==> config.mk <==
export PLATFORM = sky130hd
export DESIGN_NAME = sensor_reply_packet_deframer_core_flat
export DESIGN_NICKNAME = d
export VERILOG_FILES = /design/src/srpd_pkg.sv /design/src/srpd_req_if.sv /design/src/srpd_rsp_if.sv /design/src/srpd_parser.sv /design/src/srpd_skid.sv /design/src/sensor_reply_packet_deframer_core.sv /design/src/flat_wrapper.sv
export SDC_FILE = /design/constraint.sdc
export NUM_CORES = 1
export LEC_CHECK = 0
export CAP_MARGIN = 20
export CORE_ASPECT_RATIO = 1.4
export CORE_UTILIZATION = 64
export DETAILED_ROUTE_END_ITERATION = 12
export DONT_BUFFER_PORTS = 1
export PLACE_DENSITY = 0.79
export SETUP_SLACK_MARGIN = 0.05
export SYNTH_ARGS = -nofsm -noshare
export SYNTH_HDL_FRONTEND = slang
export SYNTH_HIERARCHICAL = 1
export SYNTH_SLANG_ARGS = --single-unit
==> constraint.sdc <==
create_clock -name clock -period 5.77 [get_ports clock]
set_clock_uncertainty 0.15 [all_clocks]
set_input_delay 0.2885 -clock clock [delete_from_list [all_inputs] [get_ports clock]]
set_output_delay 0.2885 -clock clock [all_outputs]
set_load 0.02 [all_outputs]
==> src/srpd_pkg.sv <==
// Shared types and constants for the sensor reply packet deframer.
`timescale 1ns / 1ps

package srpd_pkg;

   // Result codes carried in the kind field
   typedef enum logic [2:0] {
      KIND_PAYLOAD    = 3'd0,
      KIND_GOOD       = 3'd1,
      KIND_BAD_START  = 3'd2,
      KIND_CHECKSUM   = 3'd3,
      KIND_TIMEOUT    = 3'd4,
      KIND_BAD_LENGTH = 3'd5
   } kind_type;

   // Input operation codes
   localparam logic OP_BYTE = 1'b0;
   localparam logic OP_TICK = 1'b1;

   // Register indexes (byte address bit 2)
   localparam logic REG_START_CODE = 1'b0;
   localparam logic REG_TIMEOUT    = 1'b1;

   localparam int unsigned CSR_ADDR_W = 3;
   localparam int unsigned CSR_DATA_W = 32;

   localparam logic [15:0] START_CODE_RESET = 16'hEF01;
   localparam logic [15:0] TIMEOUT_RESET    = 16'd1000;
   localparam logic [15:0] TICK_MAX         = 16'hFFFF;
   localparam logic [15:0] MIN_LENGTH       = 16'd2;

   // Header byte positions after the first start byte
   localparam logic [3:0] POS_SECOND = 4'd1;
   localparam logic [3:0] POS_TYPE   = 4'd6;
   localparam logic [3:0] POS_LEN_HI = 4'd7;
   localparam logic [3:0] POS_LEN_LO = 4'd8;

   typedef struct packed {
      kind_type    kind;
      logic [7:0]  data_byte;
      logic [7:0]  packet_type;
      logic [15:0] payload_length;
   } rsp_item_type;

endpackage

==> src/srpd_req_if.sv <==
// Input channel: received bytes and timer ticks.
`timescale 1ns / 1ps

interface srpd_req_if;
   logic       valid;
   logic       ready;
   logic       operation;
   logic [7:0] byte_value;

   modport source (output valid, output operation, output byte_value, input ready);
   modport sink   (input valid, input operation, input byte_value, output ready);
endinterface

==> src/srpd_rsp_if.sv <==
// Result channel: payload bytes and frame status.
`timescale 1ns / 1ps

interface srpd_rsp_if;
   logic        valid;
   logic        ready;
   logic [2:0]  kind;
   logic [7:0]  data_byte;
   logic [7:0]  packet_type;
   logic [15:0] payload_length;

   modport source (output valid, output kind, output data_byte, output packet_type,
                   output payload_length, input ready);
   modport sink   (input valid, input kind, input data_byte, input packet_type,
                   input payload_length, output ready);
endinterface

==> src/srpd_parser.sv <==
// Frame parser: phase tracking, running checksum and tick timeout.
`timescale 1ns / 1ps

module srpd_parser (
   input  logic                  clock,
   input  logic                  reset,
   input  logic                  accept,
   input  logic                  operation,
   input  logic [7:0]            byte_value,
   input  logic [15:0]           start_code,
   input  logic [15:0]           timeout_ticks,
   output logic                  res_valid,
   output srpd_pkg::rsp_item_type res
);
   import srpd_pkg::*;

   typedef enum logic [1:0] {
      PH_HUNT    = 2'd0,
      PH_HEADER  = 2'd1,
      PH_PAYLOAD = 2'd2,
      PH_CHECK   = 2'd3
   } phase_type;

   phase_type   phase_ff, phase_in;
   logic [3:0]  hdr_idx_ff, hdr_idx_in;
   logic [15:0] remain_ff, remain_in;
   logic [15:0] plen_ff, plen_in;
   logic [15:0] sum_ff, sum_in;
   logic [7:0]  second_ff, second_in;
   logic [7:0]  type_ff, type_in;
   logic [7:0]  cks_hi_ff, cks_hi_in;
   logic        cks_seen_ff, cks_seen_in;
   logic [15:0] tick_ff, tick_in;

   logic [15:0] tick_sat;
   logic [15:0] sum_add;
   logic [15:0] len_full;

   assign tick_sat = (tick_ff == TICK_MAX) ? tick_ff : tick_ff + 16'd1;
   assign sum_add  = sum_ff + {8'h00, byte_value};
   assign len_full = {plen_ff[15:8], byte_value};

   always_comb begin
      phase_in    = phase_ff;
      hdr_idx_in  = hdr_idx_ff;
      remain_in   = remain_ff;
      plen_in     = plen_ff;
      sum_in      = sum_ff;
      second_in   = second_ff;
      type_in     = type_ff;
      cks_hi_in   = cks_hi_ff;
      cks_seen_in = cks_seen_ff;
      tick_in     = tick_ff;
      res_valid   = 1'b0;
      res         = '{kind: KIND_PAYLOAD, data_byte: 8'h00, packet_type: 8'h00,
                      payload_length: 16'h0000};

      if (accept && operation == OP_TICK) begin
         tick_in = tick_sat;
         if (timeout_ticks != 16'd0 && tick_sat >= timeout_ticks) begin
            phase_in       = PH_HUNT;
            tick_in        = 16'd0;
            res_valid      = 1'b1;
            res.kind       = KIND_TIMEOUT;
         end
      end else if (accept) begin
         unique case (phase_ff)
            PH_HUNT: begin
               if (byte_value == start_code[15:8]) begin
                  phase_in   = PH_HEADER;
                  hdr_idx_in = POS_SECOND;
                  sum_in     = 16'd0;
                  plen_in    = 16'd0;
                  type_in    = 8'h00;
                  second_in  = 8'h00;
               end
            end
            PH_HEADER: begin
               hdr_idx_in = hdr_idx_ff + 4'd1;
               case (hdr_idx_ff)
                  POS_SECOND: second_in = byte_value;
                  POS_TYPE: begin
                     type_in = byte_value;
                     sum_in  = sum_add;
                  end
                  POS_LEN_HI: begin
                     plen_in = {byte_value, 8'h00};
                     sum_in  = sum_add;
                  end
                  POS_LEN_LO: begin
                     sum_in     = sum_add;
                     hdr_idx_in = hdr_idx_ff;
                     if (second_ff != start_code[7:0]) begin
                        phase_in        = PH_HUNT;
                        tick_in         = 16'd0;
                        res_valid       = 1'b1;
                        res.kind        = KIND_BAD_START;
                        res.packet_type = type_ff;
                     end else if (len_full < MIN_LENGTH) begin
                        phase_in        = PH_HUNT;
                        tick_in         = 16'd0;
                        res_valid       = 1'b1;
                        res.kind        = KIND_BAD_LENGTH;
                        res.packet_type = type_ff;
                     end else begin
                        plen_in     = len_full - MIN_LENGTH;
                        remain_in   = len_full - MIN_LENGTH;
                        cks_seen_in = 1'b0;
                        phase_in    = (len_full == MIN_LENGTH) ? PH_CHECK : PH_PAYLOAD;
                     end
                  end
                  default: ;
               endcase
            end
            PH_PAYLOAD: begin
               sum_in    = sum_add;
               remain_in = remain_ff - 16'd1;
               if (remain_ff == 16'd1) begin
                  phase_in    = PH_CHECK;
                  cks_seen_in = 1'b0;
               end
               res_valid          = 1'b1;
               res.kind           = KIND_PAYLOAD;
               res.data_byte      = byte_value;
               res.packet_type    = type_ff;
               res.payload_length = plen_ff;
            end
            PH_CHECK: begin
               if (!cks_seen_ff) begin
                  cks_hi_in   = byte_value;
                  cks_seen_in = 1'b1;
               end else begin
                  phase_in           = PH_HUNT;
                  tick_in            = 16'd0;
                  res_valid          = 1'b1;
                  res.kind           = ({cks_hi_ff, byte_value} == sum_ff) ?
                                       KIND_GOOD : KIND_CHECKSUM;
                  res.packet_type    = type_ff;
                  res.payload_length = plen_ff;
               end
            end
            default: ;
         endcase
      end
   end

   always_ff @(posedge clock) begin
      if (reset) begin
         phase_ff    <= PH_HUNT;
         hdr_idx_ff  <= 4'd0;
         remain_ff   <= 16'd0;
         plen_ff     <= 16'd0;
         sum_ff      <= 16'd0;
         second_ff   <= 8'h00;
         type_ff     <= 8'h00;
         cks_hi_ff   <= 8'h00;
         cks_seen_ff <= 1'b0;
         tick_ff     <= 16'd0;
      end else begin
         phase_ff    <= phase_in;
         hdr_idx_ff  <= hdr_idx_in;
         remain_ff   <= remain_in;
         plen_ff     <= plen_in;
         sum_ff      <= sum_in;
         second_ff   <= second_in;
         type_ff     <= type_in;
         cks_hi_ff   <= cks_hi_in;
         cks_seen_ff <= cks_seen_in;
         tick_ff     <= tick_in;
      end
   end

`ifndef ASSERT_OFF
   a_result_needs_transfer: assert property (@(posedge clock) disable iff (reset)
      res_valid |-> accept)
      else $error("result raised without an input transfer");

   a_header_index_range: assert property (@(posedge clock) disable iff (reset)
      (phase_ff == PH_HEADER) |-> (hdr_idx_ff >= POS_SECOND && hdr_idx_ff <= POS_LEN_LO))
      else $error("header index out of range");

   a_frame_end_clears_ticks: assert property (@(posedge clock) disable iff (reset)
      (res_valid && res.kind != KIND_PAYLOAD) |=> (tick_ff == 16'd0 && phase_ff == PH_HUNT))
      else $error("frame end did not clear tick count or return to hunting");
`endif

endmodule

==> src/srpd_skid.sv <==
// Result register with one skid entry.
`timescale 1ns / 1ps

module srpd_skid (
   input  logic                  clock,
   input  logic                  reset,
   input  logic                  in_valid,
   input  srpd_pkg::rsp_item_type in_item,
   output logic                  full,
   srpd_rsp_if.source            rsp
);
   import srpd_pkg::*;

   logic         out_valid_ff, out_valid_in;
   logic         hold_valid_ff, hold_valid_in;
   rsp_item_type out_ff, out_in;
   rsp_item_type hold_ff, hold_in;
   logic         take;

   assign take = out_valid_ff && rsp.ready;
   assign full = hold_valid_ff;

   always_comb begin
      out_valid_in  = out_valid_ff;
      hold_valid_in = hold_valid_ff;
      out_in        = out_ff;
      hold_in       = hold_ff;
      if (!out_valid_ff || take) begin
         if (hold_valid_ff) begin
            out_valid_in  = 1'b1;
            out_in        = hold_ff;
            hold_valid_in = 1'b0;
         end else begin
            out_valid_in = in_valid;
            out_in       = in_item;
         end
      end else if (in_valid) begin
         hold_valid_in = 1'b1;
         hold_in       = in_item;
      end
   end

   always_ff @(posedge clock) begin
      if (reset) begin
         out_valid_ff  <= 1'b0;
         hold_valid_ff <= 1'b0;
      end else begin
         out_valid_ff  <= out_valid_in;
         hold_valid_ff <= hold_valid_in;
      end
   end

   always_ff @(posedge clock) begin
      out_ff  <= out_in;
      hold_ff <= hold_in;
   end

   assign rsp.valid          = out_valid_ff;
   assign rsp.kind           = out_ff.kind;
   assign rsp.data_byte      = out_ff.data_byte;
   assign rsp.packet_type    = out_ff.packet_type;
   assign rsp.payload_length = out_ff.payload_length;

`ifndef ASSERT_OFF
   a_skid_behind_output: assert property (@(posedge clock) disable iff (reset)
      hold_valid_ff |-> out_valid_ff)
      else $error("skid entry held while output register empty");

   a_no_write_when_full: assert property (@(posedge clock) disable iff (reset)
      hold_valid_ff |-> !in_valid)
      else $error("new result arrived while skid entry occupied");

   a_stalled_output_kept: assert property (@(posedge clock) disable iff (reset)
      (out_valid_ff && !rsp.ready) |=> out_valid_ff)
      else $error("stalled result dropped");
`endif

endmodule

==> src/sensor_reply_packet_deframer_core.sv <==
// Top level of the sensor reply packet deframer: CSR block, parser and result buffer.
//
//   channel  | direction | handshake          | contents
//   ---------+-----------+--------------------+------------------------------------------
//   req_ch   | in        | valid/ready        | operation (byte or tick), byte_value
//   rsp_ch   | out       | valid/ready        | kind, data_byte, packet_type, payload_length
//   csr_*    | in        | APB write/read     | start_code (0x0), timeout_ticks (0x4)
//
// One transfer per cycle while the skid entry is free; its result, if any, is registered to rsp_ch.
// The parser state registers and the result register bound the single pass per transfer.
// req_ch.ready drops only when both the result register and the skid entry are occupied.
// Reset is synchronous: it returns the parser to hunting, empties the result buffer and
// loads start_code 0xEF01 and timeout_ticks 1000.
`timescale 1ns / 1ps

module sensor_reply_packet_deframer_core (
   input  logic                              clock,
   input  logic                              reset,
   srpd_req_if.sink                          req_ch,
   srpd_rsp_if.source                        rsp_ch,
   input  logic                              csr_psel,
   input  logic                              csr_penable,
   input  logic                              csr_pwrite,
   input  logic [srpd_pkg::CSR_ADDR_W-1:0]   csr_paddr,
   input  logic [srpd_pkg::CSR_DATA_W-1:0]   csr_pwdata,
   output logic [srpd_pkg::CSR_DATA_W-1:0]   csr_prdata,
   output logic                              csr_pready
);
   import srpd_pkg::*;

   logic [15:0]  start_code_ff, start_code_in;
   logic [15:0]  timeout_ff, timeout_in;
   logic         csr_write;
   logic         req_accept;
   logic         skid_full;
   logic         res_valid;
   rsp_item_type res;

   // CSR access: no wait states; register index is the word address bit.
   assign csr_pready = 1'b1;
   assign csr_write  = csr_psel && csr_penable && csr_pwrite && csr_pready;

   always_comb begin
      start_code_in = start_code_ff;
      timeout_in    = timeout_ff;
      if (csr_write) begin
         unique case (csr_paddr[2])
            REG_START_CODE: start_code_in = csr_pwdata[15:0];
            REG_TIMEOUT:    timeout_in    = csr_pwdata[15:0];
            default: ;
         endcase
      end
   end

   always_comb begin
      unique case (csr_paddr[2])
         REG_START_CODE: csr_prdata = {16'h0000, start_code_ff};
         REG_TIMEOUT:    csr_prdata = {16'h0000, timeout_ff};
         default:        csr_prdata = '0;
      endcase
   end

   always_ff @(posedge clock) begin
      if (reset) begin
         start_code_ff <= START_CODE_RESET;
         timeout_ff    <= TIMEOUT_RESET;
      end else begin
         start_code_ff <= start_code_in;
         timeout_ff    <= timeout_in;
      end
   end

   // Take a new transfer whenever the skid entry is free, even while the
   // result register still waits on the sink.
   assign req_ch.ready = !skid_full;
   assign req_accept   = req_ch.valid && req_ch.ready;

   // Advance the frame state and build at most one result per transfer.
   srpd_parser u_parser (
      .clock        (clock),
      .reset        (reset),
      .accept       (req_accept),
      .operation    (req_ch.operation),
      .byte_value   (req_ch.byte_value),
      .start_code   (start_code_ff),
      .timeout_ticks(timeout_ff),
      .res_valid    (res_valid),
      .res          (res)
   );

   // Hold results until the sink takes them.
   srpd_skid u_skid (
      .clock   (clock),
      .reset   (reset),
      .in_valid(res_valid),
      .in_item (res),
      .full    (skid_full),
      .rsp     (rsp_ch)
   );

endmodule
==> src/flat_wrapper.sv <==
// flat-port wrapper written by rule: the top's interface ports become plain ports
module sensor_reply_packet_deframer_core_flat import srpd_pkg::*;
  (clock, reset, csr_psel, csr_penable, csr_pwrite, csr_paddr, csr_pwdata, csr_prdata, csr_pready, req_ch_valid, req_ch_operation, req_ch_byte_value, req_ch_ready, rsp_ch_valid, rsp_ch_kind, rsp_ch_data_byte, rsp_ch_packet_type, rsp_ch_payload_length, rsp_ch_ready);
  srpd_req_if req_ch_i ();
  srpd_rsp_if rsp_ch_i ();
  input  logic clock;
  input  logic reset;
  input  logic csr_psel;
  input  logic csr_penable;
  input  logic csr_pwrite;
  input  logic [srpd_pkg::CSR_ADDR_W-1:0] csr_paddr;
  input  logic [srpd_pkg::CSR_DATA_W-1:0] csr_pwdata;
  output logic [srpd_pkg::CSR_DATA_W-1:0] csr_prdata;
  output logic csr_pready;
  input wire logic [$bits(req_ch_i.valid)-1:0] req_ch_valid;
  input wire logic [$bits(req_ch_i.operation)-1:0] req_ch_operation;
  input wire logic [$bits(req_ch_i.byte_value)-1:0] req_ch_byte_value;
  output wire logic [$bits(req_ch_i.ready)-1:0] req_ch_ready;
  output wire logic [$bits(rsp_ch_i.valid)-1:0] rsp_ch_valid;
  output wire logic [$bits(rsp_ch_i.kind)-1:0] rsp_ch_kind;
  output wire logic [$bits(rsp_ch_i.data_byte)-1:0] rsp_ch_data_byte;
  output wire logic [$bits(rsp_ch_i.packet_type)-1:0] rsp_ch_packet_type;
  output wire logic [$bits(rsp_ch_i.payload_length)-1:0] rsp_ch_payload_length;
  input wire logic [$bits(rsp_ch_i.ready)-1:0] rsp_ch_ready;
  assign req_ch_i.valid = req_ch_valid;
  assign req_ch_i.operation = req_ch_operation;
  assign req_ch_i.byte_value = req_ch_byte_value;
  assign req_ch_ready = req_ch_i.ready;
  assign rsp_ch_valid = rsp_ch_i.valid;
  assign rsp_ch_kind = rsp_ch_i.kind;
  assign rsp_ch_data_byte = rsp_ch_i.data_byte;
  assign rsp_ch_packet_type = rsp_ch_i.packet_type;
  assign rsp_ch_payload_length = rsp_ch_i.payload_length;
  assign rsp_ch_i.ready = rsp_ch_ready;
  sensor_reply_packet_deframer_core u_core (.clock(clock), .reset(reset), .req_ch(req_ch_i), .rsp_ch(rsp_ch_i), .csr_psel(csr_psel), .csr_penable(csr_penable), .csr_pwrite(csr_pwrite), .csr_paddr(csr_paddr), .csr_pwdata(csr_pwdata), .csr_prdata(csr_prdata), .csr_pready(csr_pready));
endmodule
# Word-level counts from Yosys, hierarchy flattened
# Cells that the tools add are included.
dict set report totals {
  register_bits 199
  out_inout_bits 70
}
dict set report classes {
  n_addsub 5
  bitwise 4
  n_reduce_logical 32
  magnitude_cmp 2
  n_eq_ne 31
  mux 70
}
# cell n
set ops {}
lappend ops {{16-bit 2-to-1 mux} 13}
lappend ops {{16-bit one-hot mux with 2 select lines} 5}
lappend ops {{35-bit 2-to-1 mux} 2}
lappend ops {{32-bit one-hot mux with 2 select lines} 1}
lappend ops {{8-bit 2-to-1 mux} 7}
lappend ops {{16-bit one-hot mux with 3 select lines} 1}
lappend ops {{32-bit 2-to-1 mux} 1}
lappend ops {{8-bit one-hot mux with 2 select lines} 2}
lappend ops {{5-bit AND reduction} 5}
lappend ops {{24-bit 2-to-1 mux} 1}
lappend ops {{8-bit one-hot mux with 3 select lines} 1}
lappend ops {{2-bit 2-to-1 mux} 11}
lappend ops {{16-bit by 1-bit adder with 16-bit output, second input constant} 1}
lappend ops {{16-bit by 8-bit adder with 16-bit output} 1}
lappend ops {{16-bit by 1-bit == test with 1-bit output, second input constant} 1}
lappend ops {{16-bit == test} 1}
lappend ops {{16-bit == test, second input constant} 1}
lappend ops {{16-bit by 2-bit == test with 1-bit output, second input constant} 1}
lappend ops {{16-bit greater-or-equal comparator} 1}
lappend ops {{16-bit by 2-bit less-than comparator with 1-bit output, second input constant} 1}
lappend ops {{16-bit nonzero test} 1}
lappend ops {{16-bit by 1-bit subtractor with 16-bit output, second input constant} 1}
lappend ops {{16-bit by 2-bit subtractor with 16-bit output, second input constant} 1}
lappend ops {{3-bit 2-to-1 mux} 5}
lappend ops {{other kinds (33)} 78}

# Logic depth before layout (Yosys ltp)
dict set report logic_depth {
  word_depth 8
  depth_mapped 15
  ltp_nobuf 13
}

# By module
# Netlist, hierarchy kept.
# module cells_per_inst area_each_um2 seq_area_each_um2 instances
set modules_own_cells {}
lappend modules_own_cells {srpd_parser 843 6635.1 1901.8 1}
lappend modules_own_cells {srpd_skid 117 2743.9 2142.1 1}
lappend modules_own_cells {sensor_reply_packet_deframer_core 175 1710.4 640.6 1}

# Least setup slack after synthesis
# No wires, ideal clock.
dict set report synth_path {
  path_type {reg-to-reg}
  startpoint {register u_core.u_parser.tick_ff[4]}
  endpoint {register u_core/u_skid/hold_ff[0] in the netlist's numbering (enable)}
  slack_ps 573
  arrival_time_ps 4620
  required_time_ps 5193
  setup_ps 427
  stages_incl_launch_ff 16
  path_cell_list {dfxtp_1 > clkbuf_2 > and4_1 > clkbuf_1 > nand3_1 > o31ai_1 > nor2_1 > xnor2_1 > ha_1 > nand2_1 > nor3_1 > nor4b_1 > o311ai_0 > nand2b_1 > inv_1 > nor2_1}
}
dict set report synth_between {
  elab_chain_len 7
  elab_cells_between_ends 8
  classes_between {add/sub: 1; order compare: 1; eq/ne: 1; mux: 3; reduce/logical: 2}
}
# element line
set synth_rtl {}
lappend synth_rtl {{start, declared} srpd_parser.sv:33} ;# logic [15:0] tick_ff, tick_in;
lappend synth_rtl {{start signal, assigned} srpd_parser.sv:169} ;# tick_ff <= tick_in;
lappend synth_rtl {{16-bit by 1-bit adder with 16-bit output or 16-bit == test (tied branches)} srpd_parser.sv:39} ;# assign tick_sat = (tick_ff == TICK_MAX) ? tick_ff : tick_ff + 16'd1;
lappend synth_rtl {{16-bit 2-to-1 mux (*)} srpd_parser.sv:39}
lappend synth_rtl {{16-bit greater-or-equal comparator (*)} srpd_parser.sv:60} ;# if (timeout_ticks != 16'd0 && tick_sat >= timeout_ticks) begin
lappend synth_rtl {{1-bit logical AND (*)} srpd_parser.sv:60}
lappend synth_rtl {{1-bit 2-to-1 mux (*)} srpd_parser.sv:60}
lappend synth_rtl {{1-bit 2-to-1 mux (*)} srpd_parser.sv:58} ;# if (accept && operation == OP_TICK) begin
lappend synth_rtl {{named net u_core.res_valid} sensor_reply_packet_deframer_core.sv:36} ;# logic res_valid;
lappend synth_rtl {{2-bit AND reduction (no line) (*)} -}
lappend synth_rtl {{end signal, assigned} srpd_skid.sv:55} ;# hold_ff <= hold_in;
lappend synth_rtl {{end, declared} srpd_skid.sv:17} ;# rsp_item_type hold_ff, hold_in;
# The timed path passes the listed nets; every way through them passes the cells marked *.
# A chain may end at the register's enable or synchronous reset.

# Worst setup path after layout
dict set report layout_path {
  startpoint {register u_core.u_parser.tick_ff[3]}
  endpoint {register u_core/u_skid/hold_ff[12] in the netlist's numbering (enable)}
}
# Same word-level chain as after synthesis.

==> metrics.txt <==
outcome=finished clean; global-route wire length before repair=41.5 mm; number of synthesized flops with an enable pin=70; WL per Instance=between 15 and 20 um; Max VDD drop=roughly 0.00015 V; Die ar.=about 0.018 mm2; Initial Utilization=65.7%; vias in the first global route=between 8000 and 9000; Setup Total Neg Slack=0 ns; port bufs=0; core area=0.0169 mm2; Root Driver=clkbuf_16; Slew @ Worst Pin=between 1 and 1.5 ns; worst-skew pair later-pin latency=0.43 ns; Worst Hold Class=in2reg; # DRC=0; Area contributors post-synth=dfxtp_1 23%, edfxtp_1 19%, mux2i_1 5.8%; clk buf depth=2; io pins=between 100 and 150; Syn Std Cell Area=around 0.011 mm2; Ys Warns=6; worst setup path class=reg2reg; P_leak=4.49 nW; drt pass-1 iters=5; Clock Sink Count=approximately 200; Die Height=around 160 um; adder-cell area share of the yosys netlist=4.24%; #FFs+latches synth=around 200; RSZ-0062 raised after global routing=no; initial antenna violation count=0; Power Density=~240 mW/mm2; combinational family with the most area after synthesis=simple AND/OR/NAND/NOR gates; Seq pwr share=about 52%; die width=~110 um; Area Growth Syn to Fin=6.90%; Row Count=56; Critical Path Start Type=register; ys async rst share=0%; simple-gate share of the synthesized area=19.2%; Final period util=between 80% and 90%; pin count of the biggest net entering global routing=~120; Crit path required time=~5.7 ns; final setup vio count=0; Overflow after GRT=0; Fmax=approximately 0.2 GHz; Reg2Reg Setup Slack=~0.8 ns; Max-cap violations=0; Max Slew Vio Count=0; mux cell area share after synthesis=12.2%; switching power total=roughly 0.0007 W; ANT nets after route=0; Cell variety after synth=80; Synth Area in XOR/XNOR=4.48%; total CTS buffers=17; total track usage=30.0%; DRT iter0 DRCs=666; switching share of total power=24.3%; CTS tree=built; commonest non-fill, non-tap cell in the layout=dfxtp_1; fin crit period=between 4 and 5 ns; DP Wirelength=roughly 18 mm; Nets=approximately 1200; total number of vias=between 8000 and 9000; WL final=approximately 26 mm; GP Congestion=~0.9; Primary FF master, synth=dfxtp_1; final worst slack=roughly 0.82 ns; final antenna diode count=0; area share of the largest cell type after synthesis=23.3%; clk slew on worst S/H paths=0.08 ns; cell count after synthesis=1135; Clk pwr share=between 40% and 50%; part of the Yosys area used for sequential elements=a little over two fifths; CP Capture Type=register; DR vias/cell=~6.3; H-tree Lvls=4; setup bufs post-CTS=0; endpoints failing hold=0; Combinational Power Share=about 5.1%; normalized max-slew margin=between 20% and 30%; Mean Syn Cell Area=between 9 and 10 um2; most frequent cells in the layout=128 x dfxtp_1, 94 x nor2_1, 75 x nand2_1; final core utilization=a little over two thirds; compound-cell area share of the yosys netlist=11.4%; layout cells sized above 1=10.8%; Worst EP arrival=about 5 ns; P_int=0.00212 W; area leader, netlist=dfxtp_1; worst slack, placed=0.877 ns; CP Max Fanout=35
==> power groups by stage <==
stage | Clock [W] | Sequential (W) | Combinational (W)
final | 0.00121 | 0.00145 | 0.000142
after global routing | 0.00128 | 0.00145 | 0.000152
after CTS | 0.00122 | 0.00145 | 0.000139
after detailed placement | 0 | 0.00148 | 0.000105
after global placement | 0 | 0.00148 | 0.000103
after floorplan | 0 | 0.00148 | 0.000118
==> stage by stage <==
step	hold slack (ns)	power (W)	instance area [um2]	instances
after detailed placement	0.225	0.00159	11000	1309
after floorplan	0.208	0.00160	11100	1150
final	0.0164	0.00280	11900	1367
after global routing	0.0256	0.00288	11900	1367
after CTS	0.00433	0.00281	11900	1367
after global placement	0.223	0.00159	11000	1309
==> final cells by class <==
type                    instances  area (um2)
clock buffers                  17         425
flip-flops and latches        199        4690
inverters                      42         158
multi-input cells             828        5790
fillers                      1279        5030
clock inverters                15         173
repair buffers                 34         338
well taps                     232         290
==> metal layers <==
| layer | vias up | wire [um] | GRT usage, % |
|---|---|---|---|
| li1 | 4038 | - | - |
| met1 | 4133 | 9730 | 32.3 |
| met2 | 346 | 13700 | 53.9 |
| met3 | 100 | 1490 | 5.97 |
| met4 | 0 | 1510 | 18.7 |
| met5 | - | 0 | 0 |
==> kinds of logic after synthesis <==
logic type	Yosys count
and+or+nand+nor	407
DFF	199
AOI/OAI and AO/OA	194
buffers and inverters	123
muxes	118
xor gates and xnor gates	55
adders and majority gates	37
other	2
==> path summary, 6_finish.rpt <==
path | cells after the start | endpoint | startpoint
setup / recovery | 15 | u_core/u_skid/hold_ff[12] | u_core/u_parser/tick_ff[3]
hold reg to reg | 2 | u_core/u_parser/sum_ff[3] | u_core/u_parser/sum_ff[3]
setup reg to reg | 15 | u_core/u_skid/hold_ff[12] | u_core/u_parser/tick_ff[3]
hold / removal | 3 | u_core/u_parser/type_ff[3] | req_ch_byte_value[3]
==> what timing repair did <==
item / in CTS / in global routing
resized for setup: 0 / 0
endpoints found under the hold margin: 104 / 0
hold buffers: 26 / 0
==> registers in the layout, indices dropped and copies added (netlist names), 2 cells and up <==
| register | count |
|---|---|
| u_core/u_skid/hold_ff | 35 |
| u_core/start_code_ff | 16 |
| u_core/timeout_ff | 16 |
| u_core/u_parser/plen_ff | 16 |
| u_core/u_parser/remain_ff | 16 |
| u_core/u_parser/sum_ff | 16 |
| u_core/u_parser/tick_ff | 16 |
| u_core/u_skid/rsp.payload_length | 16 |
| u_core/u_parser/cks_hi_ff | 8 |
| u_core/u_parser/second_ff | 8 |
| u_core/u_parser/type_ff | 8 |
| u_core/u_skid/rsp.data_byte | 8 |
| u_core/u_skid/rsp.packet_type | 8 |
| u_core/u_parser/hdr_idx_ff | 4 |
| u_core/u_skid/rsp.kind | 3 |
| u_core/u_parser/phase_ff | 2 |
==> cells in the mapped netlist, drive strengths merged, types with 5 or more instances <==
| master | instances |
|---|---|
| inv | 41 |
| buf | 47 |
| o21a | 6 |
| and2 | 31 |
| dfxtp | 129 |
| nand3 | 31 |
| a21oi | 59 |
| o22ai | 6 |
| xor2 | 21 |
| mux2i | 64 |
| xnor2 | 34 |
| clkbuf | 34 |
| o211ai | 12 |
| nor4 | 22 |
| and3 | 19 |
| o21ai | 37 |
| a21o | 5 |
| nor2 | 95 |
| or3 | 9 |
| nand2 | 76 |
| a31oi | 16 |
| edfxtp | 70 |
| nand4 | 18 |
| nand2b | 42 |
| or4 | 10 |
| o31ai | 10 |
| nor3 | 33 |
| mux2 | 54 |
| ha | 36 |
| o32ai | 7 |
| a31o | 8 |
==> worst max-delay path, cell delays in order (launching register included) <==
cell and delay [ns]:
dfxtp_1 0.49, and4_1 0.39, nand3_1 0.15, o31ai_1 0.80, nor2_1 0.16, xor2_1 0.22, ha_1 0.31, nand2_1 0.07
nor3_1 0.17, nor4b_1 0.56, o311ai_0 0.23, buf_4 0.20, nand2b_1 0.09, inv_1 0.06, nor2_2 0.10, buf_4 0.44
Power figures use the tool's default switching activity.
